File: src/sv/ilfl_pkg.sv
// ----------------------------------------------------------------------------
// ilfl_pkg
// Shared constants, types and helpers of the IPv4 LPM/ECMP lookup core.
// ----------------------------------------------------------------------------
package ilfl_pkg;

    localparam int PRIMARY_DEPTH   = 256;
    localparam int ALTERNATE_DEPTH = 256;
    localparam int MAX_ECMP        = 16;

    localparam int PRI_AW = (PRIMARY_DEPTH > 1) ? $clog2(PRIMARY_DEPTH) : 1;
    localparam int ALT_AW = (ALTERNATE_DEPTH > 1) ? $clog2(ALTERNATE_DEPTH) : 1;
    localparam int IDX_W  = (PRI_AW > ALT_AW) ? PRI_AW : ALT_AW;
    localparam int PCNT_W = $clog2(PRIMARY_DEPTH + 1);
    localparam int ACNT_W = $clog2(ALTERNATE_DEPTH + 1);
    localparam int CNT_W  = (PCNT_W > ACNT_W) ? PCNT_W : ACNT_W;
    localparam int EQ_AW  = (MAX_ECMP > 1) ? $clog2(MAX_ECMP) : 1;
    localparam int EQN_W  = $clog2(MAX_ECMP + 1);

    // route word: net(32) len(6) hop(32) port(8) local(1)
    localparam int ROUTE_W = 79;
    // class word: pref(8) origin(4) rank(8) cost(32) inst(16)
    localparam int CLASS_W = 68;

    localparam logic [2:0] OP_CLEAR      = 3'd0;
    localparam logic [2:0] OP_APPEND_PRI = 3'd1;
    localparam logic [2:0] OP_APPEND_ALT = 3'd2;
    localparam logic [2:0] OP_LOOKUP_PRI = 3'd3;
    localparam logic [2:0] OP_LOOKUP_ALT = 3'd4;

    localparam logic [1:0] ST_OK      = 2'd0;
    localparam logic [1:0] ST_NOROUTE = 2'd1;
    localparam logic [1:0] ST_FULL    = 2'd2;

    typedef struct packed {
        logic [31:0] net;
        logic [5:0]  len;
        logic [31:0] hop;
        logic [7:0]  port;
        logic        local_flag;
    } t_route;

    typedef struct packed {
        logic [2:0]  opcode;
        logic [31:0] address;
        logic [5:0]  prefix_len;
        logic [31:0] hop_address;
        logic [7:0]  out_port;
        logic        is_local;
        logic [7:0]  admin_pref;
        logic [31:0] route_cost;
        logic [3:0]  origin_kind;
        logic [2:0]  ospf_kind;
        logic [15:0] instance_id;
        logic [63:0] flow_key;
    } t_item;

    // controller -> datapath
    typedef struct packed {
        logic load;       // capture input word
        logic scan_start; // reset scan state
        logic scan_step;  // evaluate entry returned by RAM
        logic rd_issue;   // issue table read at scan index
        logic mod_start;
        logic mod_step;
        logic sel_issue;  // read route at the chosen list entry
        logic sel_take;
        logic fin;        // build result word
    } t_cmd;

    // datapath -> controller
    typedef struct packed {
        logic [2:0] opcode;
        logic       scan_last; // scan index reached table count
        logic       mod_done;
        logic       have;      // scan found a matching route
    } t_stat;

    function automatic logic [31:0] mask_of(input logic [5:0] len);
        logic [5:0] l;
        l = (len > 6'd32) ? 6'd32 : len;
        if (l == 6'd0) return 32'd0;
        return 32'hFFFF_FFFF << (6'd32 - l);
    endfunction

    function automatic logic [7:0] rank_of(input logic [2:0] k);
        case (k)
            3'd0: return 8'd0;
            3'd1: return 8'd1;
            3'd2: return 8'd2;
            3'd3, 3'd5: return 8'd3;
            3'd4, 3'd6: return 8'd4;
            default: return 8'hFF;
        endcase
    endfunction

endpackage

File: src/sv/ilfl_ctrl.sv
// ----------------------------------------------------------------------------
// ilfl_ctrl
// Sequencer: accept, scan, modulo, pick, deliver.
// ----------------------------------------------------------------------------
module ilfl_ctrl (
    input  logic            i_clk,
    input  logic            i_rst_n,
    input  logic            i_in_valid,
    output logic            o_in_ready,
    output logic            o_out_valid,
    input  logic            i_out_ready,
    input  ilfl_pkg::t_stat i_stat,
    output ilfl_pkg::t_cmd  o_cmd
);
    import ilfl_pkg::*;

    typedef enum logic [7:0] {
        S_IDLE = 8'b0000_0001,
        S_DEC  = 8'b0000_0010,
        S_SCAN = 8'b0000_0100,
        S_MOD  = 8'b0000_1000,
        S_SEL1 = 8'b0001_0000,
        S_SEL2 = 8'b0010_0000,
        S_FIN  = 8'b0100_0000,
        S_OUT  = 8'b1000_0000
    } t_state;

    t_state r_state, n_state;
    logic   r_pend; // a read was issued last cycle, its data is on the RAM port
    logic   n_pend;

    assign o_in_ready  = (r_state == S_IDLE);
    assign o_out_valid = (r_state == S_OUT);

    always_comb begin
        o_cmd   = '0;
        n_state = r_state;
        n_pend  = 1'b0;
        case (r_state)
            S_IDLE: begin
                if (i_in_valid) begin
                    o_cmd.load = 1'b1;
                    n_state    = S_DEC;
                end
            end
            S_DEC: begin
                if (i_stat.opcode == OP_LOOKUP_PRI || i_stat.opcode == OP_LOOKUP_ALT) begin
                    o_cmd.scan_start = 1'b1;
                    n_state          = S_SCAN;
                end else begin
                    n_state = S_FIN;
                end
            end
            S_SCAN: begin
                o_cmd.scan_step = r_pend;
                if (!i_stat.scan_last) begin
                    o_cmd.rd_issue = 1'b1;
                    n_pend         = 1'b1;
                end else if (!r_pend) begin
                    o_cmd.mod_start = 1'b1;
                    n_state         = S_MOD;
                end
            end
            S_MOD: begin
                o_cmd.mod_step = 1'b1;
                if (i_stat.mod_done) begin
                    n_state = i_stat.have ? S_SEL1 : S_FIN;
                end
            end
            S_SEL1: n_state = S_SEL2; // list read in flight
            S_SEL2: begin
                o_cmd.sel_issue = 1'b1;
                n_state         = S_FIN;
            end
            S_FIN: begin
                o_cmd.sel_take = i_stat.have;
                o_cmd.fin      = 1'b1;
                n_state        = S_OUT;
            end
            S_OUT: begin
                if (i_out_ready) n_state = S_IDLE;
            end
            default: n_state = S_IDLE;
        endcase
    end

    always_ff @(posedge i_clk) begin
        if (!i_rst_n) begin
            r_state <= S_IDLE;
            r_pend  <= 1'b0;
        end else begin
            r_state <= n_state;
            r_pend  <= n_pend;
        end
    end
endmodule

File: config.mk
export PLATFORM = sky130hd
export DESIGN_NAME = ilfl_ctrl
export DESIGN_NICKNAME = d
export VERILOG_FILES = /design/src/sv/ilfl_pkg.sv /design/src/sv/ilfl_ctrl.sv
export SDC_FILE = /design/constraint.sdc
export NUM_CORES = 1
export LEC_CHECK = 0
export ABC_AREA = 1
export BUFFER_PORTS_ARGS = -buffer_cell sky130_fd_sc_hd__buf_2
export CAP_MARGIN = 0
export CORE_MARGIN = 2
export CORE_UTILIZATION = 42
export CTS_CLUSTER_SIZE = 25
export DETAILED_ROUTE_END_ITERATION = 10
export PLACE_DENSITY = 0.72
export SETUP_SLACK_MARGIN = 0.5
export SLEW_MARGIN = 20
export SYNTH_ARGS = -nofsm -noshare
export SYNTH_HDL_FRONTEND = slang
export SYNTH_SLANG_ARGS = --single-unit
File: constraint.sdc
create_clock -name i_clk -period 1.3 [get_ports i_clk]
set_clock_uncertainty 0.2 [all_clocks]
set_input_delay 0.065 -clock i_clk [delete_from_list [all_inputs] [get_ports i_clk]]
set_output_delay 0.065 -clock i_clk [all_outputs]
set_load 0.005 [all_outputs]
== Word level (Yosys, flattened, before mapping) ==
Cells that the tools add are included.

* $add $sub $neg: 0
* Multiply operators: 0
* Divide/modulo/power cells: 0
* Order comparisons: 0
* Equal/unequal tests: 15
* Shift-type cells: 0
* Multiplexer cells: 19
* Bitwise gates (word level): 0
* Reductions and logical operators: 3

{| class="wikitable"
|+ Operators with widths
! operator !! number
|-
| case mux 8 bit (8 select lines) || 1
|-
| 2-to-1 mux 8 bit || 5
|-
| 2-to-1 mux 7 bit || 2
|-
| 2-to-1 mux 1 bit || 9
|-
| equality test 8 x 1 -> 1 bit, second input constant || 1
|-
| equality test 8 x 2 -> 1 bit, second input constant || 1
|-
| equality test 8 x 3 -> 1 bit, second input constant || 1
|-
| equality test 8 x 4 -> 1 bit, second input constant || 1
|-
| equality test 8 x 5 -> 1 bit, second input constant || 1
|-
| equality test 8 x 6 -> 1 bit, second input constant || 1
|-
| equality test 8 x 7 -> 1 bit, second input constant || 1
|-
| equality test 8 bit, second input constant || 1
|-
| != test 2 bit, second input constant || 4
|-
| AND reduction 5 bit || 1
|-
| equality test 3 x 2 -> 1 bit, second input constant || 1
|-
| equality test 3 bit, second input constant || 1
|-
| 2-to-1 mux 3 bit || 1
|-
| 2-to-1 mux 2 bit || 1
|-
| != test 2 x 1 -> 1 bit, second input constant || 1
|-
| AND reduction 2 bit || 1
|-
| logical OR 1 bit || 1
|}

* Bits in registers: 9
* Bits in latches: 0
* RAM bits: 0
* Memory bits (read-only): 0
* Input port bits: 10
* Output and inout port bits: 11
* Logic and storage cells: 39
* Memories kept: 0

== Logic depth before layout (Yosys ltp) ==
Gate-level depths: netlist of the first run.

* Depth after elaboration: 4
* Gate-level depth with buffers: 9
* Mapped depth without buffers: 9

== Least setup slack after synthesis of the first run ==
No wires, ideal clock.

* Kind: register to register
* Start point: reg r_state[0]
* End point: reg r_state[0]
* Setup time: 0.120 ns
* Arrival: 0.987 ns
* Data required time: 0.980 ns
* Path slack: -0.007 ns
* Cell stages (with the launch flop): 9
* Buffers on the path: 0
* Clock period less this slack: 1.307 ns
* Path through: dfxtp_1 nor2_2 nand2_2 nor2_2 nor2_1 nand2_1 nor2_1 nand2_1 nand3_1

* Cells in the longest elaborated chain, start to end: 3
* Elaborated cells between the ends (all ways): 15
* Classes of those cells: eq/ne (13); mux (1); reduce/logical (1)

{| class="wikitable"
|+ Ends and longest elaborated chain
! item !! line !! RTL
|-
| start, declared || ilfl_ctrl.sv:28 || <nowiki>t_state r_state, n_state;</nowiki>
|-
| start signal, assigned || ilfl_ctrl.sv:92 || <nowiki>r_state <= n_state;</nowiki>
|-
| equality test 8 x 3 -> 1 bit (tied with other cells) || ilfl_ctrl.sv:39 || <nowiki>case (r_state)</nowiki>
|-
| != test 2 bit (no line) / != test 2 x 1 -> 1 bit (equally long branches) || -- ||
|-
| AND reduction 5 bit (no line) || -- ||
|}

Parallel ways exist; a longest one is shown, timed or not.
A chain may end at the register's enable or synchronous reset.

==> reports/qor_table.md, run 1 <==
| Stage | Metric | Value |
| --- | --- | --- |
| clocking | Clk root buf | clkbuf_4 |
| final layout | Ratio of cells with drive above 1 in the final layout | 57.9% |
| logic synthesis | Net count after synthesis | 107 |
| placed design | Port Buffers | 20 |
| logic synthesis | Syn Area/Cell | 6.28 um^2 |
| final layout | Final non-filler cell total | 160 |
| drt | Avg Vias per Cell | 4.94 |
| logic synthesis | Top cells by area in the synthesized netlist | dfxtp_1, inv_1, nor2_1, nand2_1, nand3_1 |
| logic synthesis | Library cell occupying the most area in the post-synthesis netlist | dfxtp_1 |
| grt | GRT met3 Usage | 3.88% |
| logic synthesis | Share of the synthesized area in the top cell type | 29.6% |
| worst setup path | Critical Path End Type | output port |
| logic synthesis | Seq cells post-synth | 9 |
| grt | Global-route congestion overflow total | 0 |
| floorplanning | Full die area | 1770 um^2 |
| grt | Routing usage on met1 | 23.3% |
| clocking | Clock tree from TritonCTS | built |
| sta | Transition time of the tightest slew-check pin | 0.284 ns |
| worst setup path | Startpoint class of the critical path | flip-flop |
| worst setup path | Critical path type | flip-flop to output port |
| sta | Worst Hold Slack | -0.193 ns |
| drt | Total wirelength of the detailed-routed design | 1870 um |
| grt | Vias in the first global route | 717 |
| logic synthesis | Top FF cell, synth | dfxtp_1 |
| drt | Number of nets with antenna violations after detailed routing | 0 |
| drt | Remaining design rule violation count | 0 |
| floorplanning | Die H | 42.1 um |
| status | Result of the run | complete, but fails checks |
| clocking | Number of H-tree branching levels | 1 |
| logic synthesis | Number of flops mapped to enable cells by yosys | 0 |
| sta | Final setup margin | -0.335 ns |
| logic synthesis | Number of distinct library cells after synthesis | 20 |
| logic synthesis | Most frequently used cell type in the post-synthesis netlist | inv_1 |
| sta | Worst rel slew slack | 80.9% |
| grt | Global-route total usage across every layer | 21.3% |
| drt | DRC violation total after the first TritonRoute iteration | 17 |
| job | Number of max-cap violations | 0 |
| clocking | Clock latency reported for the late side of the worst-skew pair | 0.26 ns |
| placed design | GPL Wtd Cong | 0.830 |
| sta | Fin. Hold Viols | 7 |
| clocking | Clock tree buffer depth | 2 |
| sta | Post-layout min period | 1.63 ns |
| min path | Worst hold path class | input port to flip-flop |
| floorplanning | Die extent in x | 42.1 um |
| final layout | Post-synthesis to final-layout area growth | 73.3% |
| grt | Global-route wire length before repair | 2870 um |
| drt | Via total after detailed routing | 790 |
| placed design | Number of instances in the placed design | 144 |
| grt | GR Layer Usage met2 | 37.8% |
| floorplanning | Floorplan core area | 1330 um^2 |
| final layout | Number of diodes added for antenna fixing | 0 |
| floorplanning | Io pins | 21 |
| grt | Initial antenna violation count | 0 |
| status | Violations in the final reports | negative hold slack, negative setup slack |
| final layout | Area taken by flip-flops and latches | 198 um^2 |
| logic synthesis | Instance count of the mapped netlist | 97 |
| final layout | Nets@finish | 156 |
| floorplanning | FP Rows | 13 |
| clocking | Number of CTS-inserted buffers | 3 |
| worst setup path | Highest net fanout along the worst path | 3 |
| final layout | Fraction of the core area covered by cells at the end of the flow | 79.2% |
| sta | Final setup vio count | 18 |
| drt | 1st-pass router iterations | 4 |
| logic synthesis | Ys Warns | 0 |
| sta | Max-slew violations | 0 |
| clocking | Total number of clock tree sinks | 9 |
| floorplanning | Initial Util | 45.7% |
| final layout | Fill cell count | 107 |
| logic synthesis | Post-synthesis sequential area ratio | 29.6% |
| grt | Layer carrying the most global-route usage | met2 |
| worst setup path | Req. time, crit path | 1.03 ns |
| placed design | Worst setup slack before clock tree synthesis | -0.0811 ns |
| power | Power per Cell Area | 653 nW/um^2 |
| sta | Unrepaired setup endpoints after global routing | true |
| worst setup path | Arrival time of data at the critical path endpoint | 1.37 ns |
| logic synthesis | Post-Synthesis Cell Area | 609 um^2 |
| logic synthesis | Top cells by instance count after synthesis | inv_1, nor2_1, nand2_1 |
| clocking | Post-CTS clock slew at the launch and capture registers of the worst setup and hold paths | 0.07 ns |
| power | Leakage power | 0.551 nW |
| sta | Ratio of final minimum period to clock period | 126% |
| power | Maximum vdd drop | 687 uV |
| grt | Largest net degree at the start of global routing | 6 |
| placed design | Detailed placement HPWL | 1200 um |
| sta | Top achievable clock speed | 612 MHz |
| final layout | Combined area of the multi-input logic cells | 415 um^2 |
| logic synthesis | Async set-reset flop share out of synthesis | 0% |
| drt | WL/cell | 11.7 um |
-- cells by family (layout without fill, tap and decap cells) --
family / after synthesis / after routing / synth area share [%]
compound gates: 8 / 8 / 7.60
buf+inv: 22 / 70 / 14.0
flops: 9 / 9 / 29.6
simple gates: 58 / 58 / 48.9
-- area by class of cell --
class                   count  area share (%)
clock buffers               4            2.49
inverters                  22            8.06
multi-input cells          66            39.3
flip-flops and latches      9            18.7
well taps                  15            1.78
repair buffers             44            29.6
-- worst max-delay path, cell delays in order (launching register included) --
cell	delay (ns)
dfxtp_2	0.34
nor2_4	0.16
nand2_4	0.07
inv_4	0.08
nand3_4	0.07
or2_1	0.22
inv_2	0.06
buf_2	0.10
-- final timing paths --
kind                                 start          to  slack (ns)  depth (start not counted)
worst max-delay path            r_state[7]    o_cmd[7]       -0.33                          7
worst min-delay path             i_stat[2]      r_pend       -0.19                          2
worst max register to register  r_state[0]  r_state[0]       -0.27                          7
worst min register to register      r_pend  r_state[3]        0.48                          4
-- power by group --
group / total, W / switching, W / internal, W
registers: 0.000292 / 0.0000106 / 0.000281
clock network: 0.000216 / 0.0000975 / 0.000118
logic: 0.000182 / 0.0000954 / 0.0000863
total: 0.000690 / 0.000204 / 0.000486
-- metal layers --
layer / vias to the layer above / wire, um
met5: - / 0
met3: 6 / 151
met4: 0 / 44
met1: 342 / 753
met2: 45 / 919
li1: 397 / -
-- state kept, by name, indices dropped and copies added (netlist names) --
name	count
r_pend	1
r_state	8
-- placed cells by master (no fill, tap or decap), types with 4 or more instances in the layout --
cell and count:
inv_2 6, buf_2 19, inv_1 15, buf_4 17
nor2_4 8, nand2_1 12, dfxtp_2 5, nor2_1 13
nand3_1 8, nor2_2 4, buf_6 8
-- per-stage QoR --
stage | TNS, ns | total power, W | cell area [um^2]
3_5_place_dp | -0.413 | 0.000431 | 838
2_1_floorplan | 0 | 0.000376 | 629
5_1_grt | -5.35 | 0.000726 | 1060
3_3_place_gp | -0.303 | 0.000429 | 838
4_1_cts | -3.69 | 0.000662 | 983
6_report | -4.13 | 0.000690 | 1060
-- repair_timing --
action                                  in CTS  in global routing
endpoints found under the setup margin      20                 20
pin swaps                                   10                  8
setup buffers                                8                  4
gates resized for setup                     18                 16
hold endpoints to repair                     7                  6
No activity file was read; power rests on OpenSTA's default activity.
==> run 2: changes to the inputs <==
Settings changed: CORE_AREA set to 2 2 39 41, CORE_MARGIN 2 to unset, CORE_UTILIZATION 42 to unset, DIE_AREA set to 0 0 41 43, PLACE_DENSITY 0.72 to 0.74.
Clock period 1.3 ns to 1.9 ns, I/O delays scaled along.
==> run 2 against run 1 <==
Compared with the run above:
- the flow now finishes without violations
- routed wire length is 4.0% lower
- final cell count decreased by 3.1%
- critical path type unchanged
- first-iteration DRC count is 35% higher
- final area decreased by 6.0%
- clock-buffer cell count unchanged
- worst hold slack improved by 0.22 ns
- highest routed layer unchanged
- total power is 32% lower
- sequential share of layout area grew 0.83 points
- critical endpoint unchanged
- via count is 3.9% lower
- combinational power down 35%
- non-clock buffer count fell by 6
==> reports/qor_table.md, run 2 (synthesis gave the netlist of run 1 again) <==
| Stage | Metric | Value | Change |
| --- | --- | --- | --- |
| final layout | Nets@finish | 150 | was 156 |
| grt | Initial antenna violation count | 0 | unchanged |
| floorplanning | Initial Util | 44.0% | was 45.7% |
| grt | Global-route wire length before repair | 2660 um | was 2870 um |
| status | Result of the run | completed | was complete, but fails checks |
| placed design | GPL Wtd Cong | 0.788 | was 0.830 |
| power | Maximum vdd drop | 449 uV | was 687 uV |
| sta | Final TNS setup | 0 ns | was -4.13 ns |
| sta | Max-slew violations | 0 | unchanged |
| drt | Via total after detailed routing | 759 | was 790 |
| final layout | Most common library cell in the layout ignoring fill and taps | buf_2 | unchanged |
| drt | Number of nets with antenna violations after detailed routing | 0 | unchanged |
| clocking | Post-CTS clock slew at the launch and capture registers of the worst setup and hold paths | 0.06 ns | was 0.07 ns |
| floorplanning | Die extent in x | 41 um | was 42.1 um |
| power | Power per Cell Area | 474 nW/um^2 | was 653 nW/um^2 |
| min path | Worst hold path class | input port to flip-flop | unchanged |
| worst setup path | Startpoint class of the critical path | flip-flop | unchanged |
| clocking | Clk root buf | clkbuf_4 | unchanged |
| worst setup path | Worst path max stage delay | 0.35 ns | was 0.34 ns |
| grt | Layer carrying the most global-route usage | met2 | unchanged |
| placed design | Instance area at placement | 729 um^2 | was 838 um^2 |
| placed design | Detailed placement HPWL | 1120 um | was 1200 um |
| worst setup path | Highest net fanout along the worst path | 3 | unchanged |
| sta | Fin. Hold Viols | 0 | was 7 |
| worst setup path | Path depth of the worst reg2reg path | 10 | was 7 |
| drt | 1st-pass router iterations | 6 | was 4 |
| worst setup path | Cell type of the slowest stage on the worst timing path | dfxtp_4 | was dfxtp_2 |
| final layout | Ratio of cells with drive above 1 in the final layout | 47.5% | was 57.9% |
| grt | Routing usage on met1 | 26.5% | was 23.3% |
| final layout | Post-synthesis to final-layout area growth | 62.8% | was 73.3% |
| min path | Worst Hold Depth | 5 | was 2 |
| worst setup path | CP bufs+invs | 3 | unchanged |
| grt | GR Layer Usage met2 | 35.9% | was 37.8% |
| sta | Transition time of the tightest slew-check pin | 0.202 ns | was 0.284 ns |
| grt | Vias in the first global route | 657 | was 717 |
| sta | Top achievable clock speed | 599 MHz |  |
| final layout | Regs by FF count | r_state (8), r_pend (1) | unchanged |
| worst setup path | Launch point of the worst reg-to-reg path | r_state[5] | was r_state[0] |
| worst setup path | Cell family with most CP delay | simple AND/OR/NAND/NOR gates | unchanged |
| sta | Final setup vio count | 0 | was 18 |
| sta | Worst rel slew slack | 86.4% | was 80.9% |
| sta | Worst Hold Slack | 0.0308 ns | was -0.193 ns |
| worst setup path | Req. time, crit path | 1.60 ns | was 1.03 ns |
| min path | Startpoint of the tightest hold check path | i_stat[0] | was i_stat[2] |
| clocking | Total number of clock tree sinks | 9 | unchanged |
| floorplanning | Die H | 43 um | was 42.1 um |
| floorplanning | Full die area | 1760 um^2 | was 1770 um^2 |
| clocking | Number of CTS-inserted buffers | 3 | unchanged |
| worst setup path | Worst-path cell chain | nor2_4 > nand2_4 > inv_4 > nand3_4 > or2_1 > inv_2 > buf_2 | unchanged |
| grt | Global-route total usage across every layer | 23.0% | was 21.3% |
| worst setup path | Flop2flop setup slack | 0.27 ns | was -0.27 ns |
| final layout | Number of diodes added for antenna fixing | 0 | unchanged |
| worst setup path | Worst reg2reg endpoint | r_state[6] | was r_state[0] |
| clocking | Clock tree from TritonCTS | built | unchanged |
| final layout | Largest register by flop count | r_state | unchanged |
| drt | DRC violation total after the first TritonRoute iteration | 23 | was 17 |
| clocking | Clock latency reported for the late side of the worst-skew pair | 0.26 ns | about the same |
| floorplanning | Floorplan core area | 1380 um^2 | was 1330 um^2 |
| final layout | Most used cells in the layout excluding fill and tap cells | buf_2, inv_1, nor2_1, nand2_1, buf_4 | was buf_2, buf_4, inv_1 |
| grt | Global-route congestion overflow total | 0 | unchanged |
| sta | Post-layout min period | 1.67 ns |  |
| sta | Unrepaired setup endpoints after global routing | true | unchanged |
| final layout | Combined area of the multi-input logic cells | 404 um^2 | was 415 um^2 |
| grt | Largest net degree at the start of global routing | 6 | unchanged |
| final layout | Fill cell count | 99 | was 107 |
| drt | Avg Vias per Cell | 4.90 | was 4.94 |
| power | Leakage power | 0.523 nW | was 0.551 nW |
| worst setup path | Critical path type | flip-flop to output port | unchanged |
| final layout | Max FFs per register | 8 | unchanged |
| worst setup path | Arrival time of data at the critical path endpoint | 1.37 ns | about the same |
| final layout | Area of all placed cells without fillers | 992 um^2 | was 1060 um^2 |
| placed design | Port Buffers | 20 | unchanged |
| job | Number of max-cap violations | 0 | unchanged |
| final layout | Area taken by flip-flops and latches | 194 um^2 | was 198 um^2 |
| grt | GRT met3 Usage | 1.57% | was 3.88% |
| floorplanning | Io pins | 21 | unchanged |
| placed design | Worst setup slack before clock tree synthesis | 0.466 ns | was -0.0811 ns |
| drt | Remaining design rule violation count | 0 | unchanged |
| floorplanning | FP Rows | 14 | was 13 |
| drt | Total wirelength of the detailed-routed design | 1790 um | was 1870 um |
| min path | Hold EP | r_state[4] | was r_pend |
| clocking | Number of H-tree branching levels | 1 | unchanged |
| sta | Ratio of final minimum period to clock period | 87.9% |  |
| drt | WL/cell | 11.6 um | was 11.7 um |
| sta | Final setup margin | 0.230 ns | was -0.335 ns |
| clocking | Clock tree buffer depth | 2 | unchanged |
| final layout | Fraction of the core area covered by cells at the end of the flow | 71.7% | was 79.2% |
| worst setup path | Critical Path End Type | output port | unchanged |
## run 2: worst register-to-register path, stage by stage (launching register included)
cell and delay (ns):
dfxtp_1 0.37, nor2_4 0.07, nand2_4 0.08, inv_4 0.04
buf_4 0.12, buf_6 0.12, nand3_1 0.12, nand3_2 0.12
nor2_4 0.14, nand2_1 0.08, nor2_1 0.10
## run 2: layer usage
metal | share of wire [%] | vias up
met1 | 40 | 339
met4 | 5.0 | 0
met2 | 51 | 29
met5 | 0 | -
li1 | - | 383
met3 | 4.2 | 8
## run 2: cell type report
| type | instances | share of cell area [%] |
|---|---|---|
| well taps | 16 | 2.02 |
| clock buffers | 4 | 2.65 |
| repair buffers | 38 | 26.5 |
| flip-flops and latches | 9 | 19.5 |
| multi-input cells | 66 | 40.7 |
| inverters | 22 | 8.58 |
## run 2: how the worst max path moves through the flow
| stage | start | to | slack (ns) | cells past startpoint |
|---|---|---|---|---|
| after floorplan | r_state[0] | r_state[0] | 0.59 | 8 |
| after global placement | r_state[4] | o_cmd[7] | 0.47 | 7 |
| after detailed placement | r_state[0] | r_state[0] | 0.47 | 8 |
| after CTS | r_state[6] | o_cmd[7] | 0.23 | 7 |
| after global routing | r_state[5] | o_cmd[7] | 0.18 | 7 |
| final | r_state[7] | o_cmd[7] | 0.23 | 7 |
## run 2: repair_timing
item                                   in CTS  in global routing
setup endpoints to repair                  16                 17
gates resized for setup                    19                 10
hold buffers                                5                  0
endpoints found under the hold margin       8                  0
cloned                                      0                  0
setup buffers                               7                  6
pin swaps                                  10                  4
## run 2: through the flow
| step | instances | total power [W] |
|---|---|---|
| 4_1_cts | 149 | 0.000451 |
| 2_1_floorplan | 97 | 0.000253 |
| 5_1_grt | 155 | 0.000491 |
| 3_5_place_dp | 133 | 0.000280 |
| 3_3_place_gp | 133 | 0.000277 |
| 6_report | 155 | 0.000470 |
## run 2: where the power goes
| group | switching, W | internal, W | leakage, nW |
|---|---|---|---|
| combinational | 0.0000636 | 0.0000556 | 0.432 |
| clock | 0.0000699 | 0.0000811 | 0.0150 |
| sequential | 0.00000721 | 0.000192 | 0.0763 |
| total | 0.000141 | 0.000329 | 0.523 |
==> run 3: changes to the inputs <==
Settings changed: GPL_TIMING_DRIVEN set to 0, SKIP_LAST_GASP set to 1.
==> run 3 against run 2 <==
Compared with the run above:
- clock power about the same
- worst hold slack worse by 0.0070 ns
- highest routed layer unchanged
- flip-flop and latch count unchanged
- die area unchanged
- largest power group unchanged
- critical path depth unchanged
- clock-buffer cell count unchanged
- routed wire length up 4.7%
- largest cell class unchanged
==> reports/qor_table.md, run 3 (synthesis gave the netlist of run 1 again) <==
| Stage | Metric | Value | Change |
| --- | --- | --- | --- |
| status | Result of the run | completed | unchanged |
| clocking | Number of CTS-inserted buffers | 3 | unchanged |
| min path | Startpoint of the tightest hold check path | i_stat[0] | unchanged |
| grt | Largest net degree at the start of global routing | 6 | unchanged |
| job | Number of max-cap violations | 0 | unchanged |
| floorplanning | FP Rows | 14 | unchanged |
| drt | Remaining design rule violation count | 0 | unchanged |
| clocking | Post-CTS clock slew at the launch and capture registers of the worst setup and hold paths | 0.06 ns | about the same |
| final layout | Largest register by flop count | r_state | unchanged |
| sta | Worst rel slew slack | 86.5% | was 86.4% |
| drt | WL/cell | 12.3 um | was 11.6 um |
| final layout | Regs by FF count | r_state (8), r_pend (1) | unchanged |
| final layout | Most common library cell in the layout ignoring fill and taps | buf_2 | unchanged |
| grt | GR Layer Usage met2 | 38.8% | was 35.9% |
| grt | Global-route congestion overflow total | 0 | unchanged |
| floorplanning | Initial Util | 44.0% | unchanged |
| final layout | Nets@finish | 148 | was 150 |
| sta | Top achievable clock speed | 600 MHz | was 599 MHz |
| final layout | Area of all placed cells without fillers | 1010 um^2 | was 992 um^2 |
| worst setup path | Critical path type | flip-flop to output port | unchanged |
| power | Internal power component | 0.000334 W | was 0.000329 W |
| power | Part of the power in registers | 41.7% | was 42.5% |
| power | Switching part of the total | 30.3% | was 29.9% |
| worst setup path | Worst reg2reg endpoint | r_state[0] | was r_state[6] |
| floorplanning | Die extent in x | 41 um | unchanged |
| sta | Final setup vio count | 0 | unchanged |
| clocking | Clk root buf | clkbuf_4 | unchanged |
| final layout | Number of diodes added for antenna fixing | 0 | unchanged |
| grt | Global-route wire length before repair | 2710 um | was 2660 um |
| sta | Final TNS setup | 0 ns | unchanged |
| drt | 1st-pass router iterations | 4 | was 6 |
| floorplanning | Floorplan core area | 1380 um^2 | unchanged |
| grt | Routing usage on met1 | 25.2% | was 26.5% |
| clocking | Clock latency reported for the late side of the worst-skew pair | 0.26 ns | about the same |
| drt | Total wirelength of the detailed-routed design | 1880 um | was 1790 um |
| clocking | Total number of clock tree sinks | 9 | unchanged |
| clocking | Number of H-tree branching levels | 1 | unchanged |
| floorplanning | Io pins | 21 | unchanged |
| final layout | Post-synthesis to final-layout area growth | 65.9% | was 62.8% |
| power | Power per Cell Area | 474 nW/um^2 | about the same |
| worst setup path | Highest net fanout along the worst path | 4 | was 3 |
| worst setup path | Critical Path End Type | output port | unchanged |
| clocking | Clock tree from TritonCTS | built | unchanged |
| power | PnR Total Power | 0.000479 W | was 0.000470 W |
| clocking | Clock tree buffer depth | 2 | unchanged |
| worst setup path | Path depth of the worst reg2reg path | 10 | unchanged |
| grt | Initial antenna violation count | 0 | unchanged |
| placed design | Instance area at placement | 729 um^2 | unchanged |
| drt | Avg Vias per Cell | 5.05 | was 4.90 |
| power | Part of the total power dissipated in the clock network | 31.1% | was 32.1% |
| worst setup path | Flop2flop setup slack | 0.31 ns | was 0.27 ns |
| power | Leakage power | 0.514 nW | was 0.523 nW |
| worst setup path | Arrival time of data at the critical path endpoint | 1.37 ns | about the same |
| drt | Number of nets with antenna violations after detailed routing | 0 | unchanged |
| power | Fraction of power consumed by combinational cells | 27.2% | was 25.4% |
| worst setup path | Req. time, crit path | 1.60 ns | about the same |
| final layout | Max FFs per register | 8 | unchanged |
| grt | Vias in the first global route | 706 | was 657 |
| min path | Worst hold path class | input port to flip-flop | unchanged |
| power | Maximum vdd drop | 380 uV | was 449 uV |
| drt | Via total after detailed routing | 772 | was 759 |
| min path | Worst Hold Depth | 5 | unchanged |
| grt | Global-route total usage across every layer | 22.7% | was 23.0% |
| grt | Layer carrying the most global-route usage | met2 | unchanged |
| floorplanning | Die H | 43 um | unchanged |
| placed design | GPL Wtd Cong | 0.799 | was 0.788 |
| sta | Post-layout min period | 1.67 ns | about the same |
| sta | Ratio of final minimum period to clock period | 87.7% | was 87.9% |
| worst setup path | Launch point of the worst reg-to-reg path | r_state[7] | was r_state[5] |
| placed design | Port Buffers | 20 | unchanged |
| sta | Transition time of the tightest slew-check pin | 0.200 ns | was 0.202 ns |
| final layout | Most used cells in the layout excluding fill and tap cells | buf_2, inv_1, nor2_1 | was buf_2, inv_1, nor2_1, nand2_1, buf_4 |
| sta | Fin. Hold Viols | 0 | unchanged |
| placed design | Detailed placement HPWL | 1090 um | was 1120 um |
| floorplanning | Full die area | 1760 um^2 | unchanged |
| grt | GRT met3 Usage | 1.57% | unchanged |
| worst setup path | Startpoint class of the critical path | flip-flop | unchanged |
| power | Switching power | 0.000145 W | was 0.000141 W |
| sta | Unrepaired setup endpoints after global routing | true | unchanged |
| sta | Max-slew violations | 0 | unchanged |
| final layout | Ratio of cells with drive above 1 in the final layout | 51.8% | was 47.5% |
| min path | Hold EP | r_state[4] | unchanged |
| drt | DRC violation total after the first TritonRoute iteration | 17 | was 23 |
## run 3: metal layers
| metal | share of wire, % | vias to the layer above | routed length (um) |
|---|---|---|---|
| li1 | - | 377 | - |
| met1 | 40 | 366 | 757 |
| met2 | 54 | 23 | 1010 |
| met3 | 2.9 | 6 | 54 |
| met4 | 2.9 | 0 | 54 |
| met5 | 0 | - | 0 |
## run 3: power groups by stage
stage / Sequential, W / Clock [W] / Combinational, W
CTS: 0.000199 / 0.000155 / 0.000108
global route: 0.000200 / 0.000158 / 0.000140
detailed placement: 0.000203 / 0 / 0.0000766
global placement: 0.000203 / 0 / 0.0000738
floorplan: 0.000202 / 0 / 0.0000503
finish: 0.000200 / 0.000149 / 0.000130
## run 3: final cells by class
cell class	count	area [um^2]
Fill cell	95	373
Multi-Input combinational cell	66	440
Timing Repair Buffer	36	244
Inverter	22	85.1
Sequential cell	9	195
Clock buffer	4	26.3
Tap cell	16	20.0
## run 3: timing repair
item / in CTS / in global routing
setup buffers: 8 / 3
setup endpoints to repair: 15 / 18
resized for setup: 20 / 18
pin swaps: 9 / 7
cloned: 0 / 0
endpoints found under the hold margin: 9 / 0
hold buffers: 5 / 0
## run 3: per-stage QoR
step | setup WS [ns] | util, % | std cells | hold slack [ns]
after floorplan | 0.593 | - | 97 | -0.0257
after global placement | 0.487 | 52.7 | 133 | 0.121
after detailed placement | 0.453 | 52.7 | 133 | 0.132
after CTS | 0.265 | 67.1 | 150 | 0.0204
after global routing | 0.204 | 73.1 | 153 | 0.0500
final | 0.234 | 73.1 | 153 | 0.0238
## run 3: worst max path at each step
stage,from,end,slack (ns)
finish,r_state[7],o_cmd[8],0.23
global route,r_state[7],o_cmd[7],0.20
CTS,r_state[5],o_cmd[7],0.26
detailed placement,r_state[2],r_state[0],0.45
global placement,r_state[4],o_cmd[7],0.49
floorplan,r_state[0],r_state[0],0.59
## run 3: worst max-delay path, cell delays in order, from the launching register on
cell	delay (ns)
dfxtp_2	0.34
nor2_4	0.18
nand2_4	0.07
inv_4	0.06
buf_4	0.12
nand2_4	0.06
nor2_2	0.13
buf_2	0.13
